### config.mk
export PLATFORM = sky130hd
export DESIGN_NAME = ssc_queue
export DESIGN_NICKNAME = d
export VERILOG_FILES = /design/src/design/ssc_pkg.sv /design/src/design/ssc_queue.sv
export SDC_FILE = /design/constraint.sdc
export NUM_CORES = 1
export LEC_CHECK = 0
export BUFFER_PORTS_ARGS = -buffer_cell sky130_fd_sc_hd__buf_2
export CORE_ASPECT_RATIO = 0.75
export CORE_MARGIN = 3
export CORE_UTILIZATION = 61
export CTS_CLUSTER_DIAMETER = 200
export DETAILED_ROUTE_END_ITERATION = 16
export GPL_ROUTABILITY_DRIVEN = 0
export PLACE_DENSITY = 0.95
export SLEW_MARGIN = 20
export SYNTH_ARGS = -nofsm -noshare
export SYNTH_HDL_FRONTEND = slang
export SYNTH_SLANG_ARGS = --single-unit
### constraint.sdc
create_clock -name clock -period 9.5 [get_ports clock]
set_input_delay 0.95 -clock clock [delete_from_list [all_inputs] [get_ports clock]]
set_output_delay 0.95 -clock clock [all_outputs]
set_load 0.01 [all_outputs]
### src/design/ssc_pkg.sv
`timescale 1ns / 1ps
// ----------------------------------------------------------------------------
// ssc_pkg
// Shared types and widths of the sphere-sphere contact pipeline.
// ----------------------------------------------------------------------------
package ssc_pkg;

   localparam int COORD_W    = 24;               // center and contact coordinates
   localparam int RAD_W      = COORD_W - 1;      // radius
   localparam int MAG_W      = COORD_W + 1;      // |center difference| before the far test
   localparam int SQ_W       = 2 * COORD_W;      // one squared axis
   localparam int DSQ_W      = 2 * COORD_W + 2;  // squared distance, kept even
   localparam int SQRT_STEPS = DSQ_W / 2;
   localparam int ROOT_W     = SQRT_STEPS;
   localparam int REM_W      = ROOT_W + 3;
   localparam int NUM_W      = 2 * COORD_W;      // dividend of the offset divide
   localparam int QUO_W      = COORD_W;          // quotient of the offset divide

   typedef struct packed {
      logic signed [COORD_W-1:0] first_center_x;
      logic signed [COORD_W-1:0] first_center_y;
      logic signed [COORD_W-1:0] first_center_z;
      logic        [RAD_W-1:0]   first_radius;
      logic signed [COORD_W-1:0] second_center_x;
      logic signed [COORD_W-1:0] second_center_y;
      logic signed [COORD_W-1:0] second_center_z;
      logic        [RAD_W-1:0]   second_radius;
   } req_type;

   typedef struct packed {
      logic                      hit;
      logic signed [COORD_W-1:0] contact_x;
      logic signed [COORD_W-1:0] contact_y;
      logic signed [COORD_W-1:0] contact_z;
   } rsp_type;

   // Classified item handed from the front to the back.
   typedef struct packed {
      logic                    hit;
      logic [DSQ_W-1:0]        dsq;
      logic [2:0][COORD_W-1:0] mag;
      logic [2:0]              neg;
      logic [2:0][COORD_W-1:0] c1;
      logic [RAD_W-1:0]        r2;
   } job_type;

   // Sideband carried along the square root pipeline.
   typedef struct packed {
      logic                    hit;
      logic [2:0][COORD_W-1:0] mag;
      logic [2:0]              neg;
      logic [2:0][COORD_W-1:0] c1;
      logic [RAD_W-1:0]        r2;
   } sq_tag_type;

   // Sideband carried along the divider pipeline.
   typedef struct packed {
      logic                    hit;
      logic                    zero;
      logic [2:0]              flip;
      logic [2:0][COORD_W-1:0] c1;
   } dv_tag_type;

endpackage

### src/design/ssc_queue.sv
`timescale 1ns / 1ps
// ----------------------------------------------------------------------------
// ssc_queue
// Small FIFO of classified items between the front and the back.
// ----------------------------------------------------------------------------
module ssc_queue #(
   parameter int DEPTH = 4
) (
   input  logic             clock,
   input  logic             reset,
   input  logic             in_valid,
   output logic             in_ready,
   input  ssc_pkg::job_type in_data,
   output logic             out_valid,
   input  logic             out_ready,
   output ssc_pkg::job_type out_data
);
   import ssc_pkg::*;

   localparam int PTR_W = (DEPTH > 1) ? $clog2(DEPTH) : 1;
   localparam int CNT_W = $clog2(DEPTH + 1);

   job_type          mem_ff [DEPTH];
   logic [PTR_W-1:0] wr_ptr_ff, wr_ptr_in, rd_ptr_ff, rd_ptr_in;
   logic [CNT_W-1:0] count_ff, count_in;
   logic             push, pop;

   assign in_ready  = count_ff != CNT_W'(DEPTH);
   assign out_valid = count_ff != '0;
   assign push      = in_valid && in_ready;
   assign pop       = out_valid && out_ready;
   assign out_data  = mem_ff[rd_ptr_ff];

   always_comb begin
      wr_ptr_in = wr_ptr_ff;
      rd_ptr_in = rd_ptr_ff;
      if (push) begin
         wr_ptr_in = (wr_ptr_ff == PTR_W'(DEPTH - 1)) ? '0 : wr_ptr_ff + 1'b1;
      end
      if (pop) begin
         rd_ptr_in = (rd_ptr_ff == PTR_W'(DEPTH - 1)) ? '0 : rd_ptr_ff + 1'b1;
      end
      count_in = count_ff + CNT_W'(push) - CNT_W'(pop);
   end

   always_ff @(posedge clock) begin
      if (reset) begin
         wr_ptr_ff <= '0;
         rd_ptr_ff <= '0;
         count_ff  <= '0;
      end else begin
         wr_ptr_ff <= wr_ptr_in;
         rd_ptr_ff <= rd_ptr_in;
         count_ff  <= count_in;
      end
   end

   always_ff @(posedge clock) begin
      if (push) begin
         mem_ff[wr_ptr_ff] <= in_data;
      end
   end

endmodule

==> results.json <==
{
  "fin_skew_ps": 24.5,
  "swShare_pct": 26.9,
  "synth_edf_count": 884,
  "synth_nets": 1437,
  "clockPowerShare_pct": 29.5,
  "die_w_um": 273,
  "yosysMostFrequentCell": "edfxtp_1",
  "path_cells": "buf_4 > buf_4 > mux4_2 > buf_2",
  "vias": 15200,
  "cts.path.max_buffers": 3,
  "endpoint_kind": "output pin",
  "drv_cap": 0,
  "worstMarginPinSlew_ps": 1120,
  "drtPass1Iterations": 5,
  "cp.arrival_ps": 3670,
  "first_iter_violations": 1664,
  "endpoint": "out_data[11]",
  "grt_pass1_wl_um": 109000,
  "post-route-drc-count": 0,
  "cts_tree": "yes",
  "reg2reg_to": "mem_ff[0][32]$_DFFE_PP_",
  "critical_path.top_delay_family": "buffers and inverters",
  "synthArstFlopShare_pct": 0,
  "setup_violations": 0,
  "syn_avg_cell_area_sq_um": 27.1,
  "crit-reg2reg-launch": "count_ff[1]$_SDFF_PP0_",
  "final_core_util_pct": 72.3,
  "syn_inst": 1204,
  "clk_pin_slew_ps": 60,
  "hold_viol": 0,
  "io_pins": 448,
  "reg2reg_slack_ps": 5970,
  "drive_gt1_share_pct": 45.0,
  "cts_setup_buffers": 0,
  "worstHoldStart": "rd_ptr_ff[0]$_SDFFE_PP0N_",
  "grt_start_max_net_pins": 100,
  "timing.slew.headroom_pct": 25.5,
  "synthTopCellsByCount": "edfxtp_1, mux4_2, buf_12, buf_2, dfxtp_1",
  "holdBufCountCts": 0,
  "synth_area_leader_cell": "edfxtp_1",
  "initial_utilization_pct": 62.4,
  "hold_path_class": "reg -> reg",
  "critical_path.slowest_cell": "dfxtp_4",
  "ys_seq_area_share_pct": 82.0,
  "critPathMaxFanout": 58,
  "fin_nets": 1931,
  "fp.dieH_um": 206,
  "power_mw": 10.2,
  "h-tree-depth": 3,
  "startpoint_type": "register",
  "crit_buf_inv": 3,
  "rows": 72,
  "clk_latency_ps": 610,
  "die-area_sq_um": 56200,
  "root_buffer": "clkbuf_16",
  "grt_use_total_pct": 26.8,
  "fin_crit_sh_pct": 48.6,
  "status": "finished, final reports clean",
  "powerDensity_nw_per_um2": 271,
  "vias_per_cell": 6.18,
  "wirelength_um": 74000,
  "cp_num_cells": 4,
  "area_growth_pct": 15.7,
  "wl_per_cell_um": 30.0,
  "first_global_vias": 16100,
  "ctsResizeCount": 0,
  "ys_warn_count": 0,
  "synthFlopType": "edfxtp_1",
  "worstRegToRegCells": 4,
  "cpPeakStageDelay_ps": 920,
  "grt_overflow": 0,
  "tns_ps": 0,
  "synth_top_area_share_pct": 81.5,
  "port_buffers": 447,
  "p_int_mw": 7.47,
  "pwr-share-seq_pct": 49.1,
  "max_freq_mhz": 217,
  "power_leakage_nw": 12.5,
  "comb_power_share_pct": 21.3,
  "clkSinkCount": 893,
  "dpl.hpwl_um": 43700,
  "fp.coreArea_sq_um": 52200,
  "ys_top_cells_by_area": "edfxtp_1, mux4_2, buf_12",
  "min_period_ps": 4620,
  "netlist_area_sq_um": 32600,
  "drv_slew": 0,
  "netSwitchingPower_mw": 2.75,
  "rsz0062_at_grt": "no",
  "ant_nets": 0,
  "critPathKind": "reg -> out",
  "crit_top_cell": "buf_4",
  "ys_ff_latch": 893,
  "ir_drop_v": 0.000203,
  "antenna_found_initial": 27,
  "cp.required_ps": 8550,
  "ys_types": 27,
  "cts-buffers-inserted": 79
}
power by group through the flow:
stage,clock [mW],combinational (mW),sequential (mW)
floorplan,0,1.49,5.08
global placement,0,2.10,5.04
detailed placement,0,2.16,5.09
CTS,3.07,2.20,5.03
global route,3.20,2.31,5.06
finish,3.02,2.18,5.02
layout make-up:
cell class	instances	area, sq um
Antenna cell	13	32.5
Clock inverter	33	246
Inverter	5	18.8
Sequential cell	893	26700
Clock buffer	103	2130
Timing Repair Buffer	465	2380
Multi-Input combinational cell	254	5270
Fill cell	2743	14500
Tap cell	703	880
state kept, by name (all words and copies together) (netlist names), named ones only:
signal and count:
count_ff 3, mem_ff 884, rd_ptr_ff 2, wr_ptr_ff 2
tightest hold or removal path: stages, from the launching register on:
cell and delay [ps]:
dfxtp_1 320, nand2_1 60, a21oi_1 80
metal layers:
metal | global-route usage, % | share of wire, % | routed length (um)
met2 | 45.6 | 53 | 39000
met4 | 8.37 | 2.5 | 1850
met1 | 33.8 | 34 | 25500
met3 | 8.21 | 10 | 7530
met5 | 0 | 0.21 | 156
logic make-up after synthesis:
group | after synthesis | share of synthesized area [%]
and+or+nand+nor | 18 | 0.311
muxes | 223 | 15.3
buffers and inverters | 57 | 1.85
xor gates and xnor gates | 1 | 0.0269
adders and majority gates | 8 | 0.330
DFF | 893 | 82.0
AOI/OAI and AO/OA | 4 | 0.0922
placed cells by master, fill, tap and decap left out:
cell type / Yosys / final
fa_1: 1 / 1
o31ai_1: 1 / 1
and2_1: 1 / 1
or3_1: 3 / 3
a21oi_1: 1 / 1
mux2i_1: 2 / 2
bufinv_16: 0 / 3
ha_1: 7 / 7
nand2b_1: 2 / 2
buf_4: 3 / 17
clkinv_1: 0 / 19
edfxtp_1: 884 / 884
buf_2: 21 / 447
inv_8: 0 / 1
clkbuf_1: 5 / 21
clkinvlp_4: 0 / 2
diode_2: 0 / 13
dfxtp_4: 0 / 2
nor2b_1: 1 / 1
mux4_2: 221 / 221
buf_12: 21 / 1
nor2_1: 3 / 3
clkbuf_16: 0 / 82
nor3_1: 1 / 1
inv_6: 0 / 2
inv_1: 5 / 5
or3b_1: 1 / 1
nand2_1: 2 / 2
xor2_1: 1 / 1
o21ai_2: 1 / 1
clkinv_8: 0 / 1
and3_4: 0 / 4
a211o_1: 1 / 1
clkinv_2: 0 / 5
dfxtp_1: 9 / 7
through the flow:
| step | area [sq um] | std cells | setup WS (ps) | hold slack, ps |
|---|---|---|---|---|
| final | 37700 | 2469 | 4880 | 519 |
| after global placement | 35300 | 2320 | 5520 | 474 |
| after global routing | 37700 | 2464 | 4720 | 523 |
| after CTS | 37700 | 2456 | 4830 | 506 |
| after floorplan | 32600 | 1204 | 2850 | 463 |
| after detailed placement | 35300 | 2320 | 5520 | 513 |
worst min-delay path by stage:
stage                                          to  slack, ps  cells past startpoint
after floorplan                          register        460                      2
after global placement                   register        470                      2
after detailed placement                 register        510                      2
after CTS                 mem_ff[0][80]$_DFFE_PP_        510                      1
after global routing      mem_ff[0][42]$_DFFE_PP_        520                      1
final                                    register        520                      2
No activity file was read; power rests on OpenSTA's default activity.
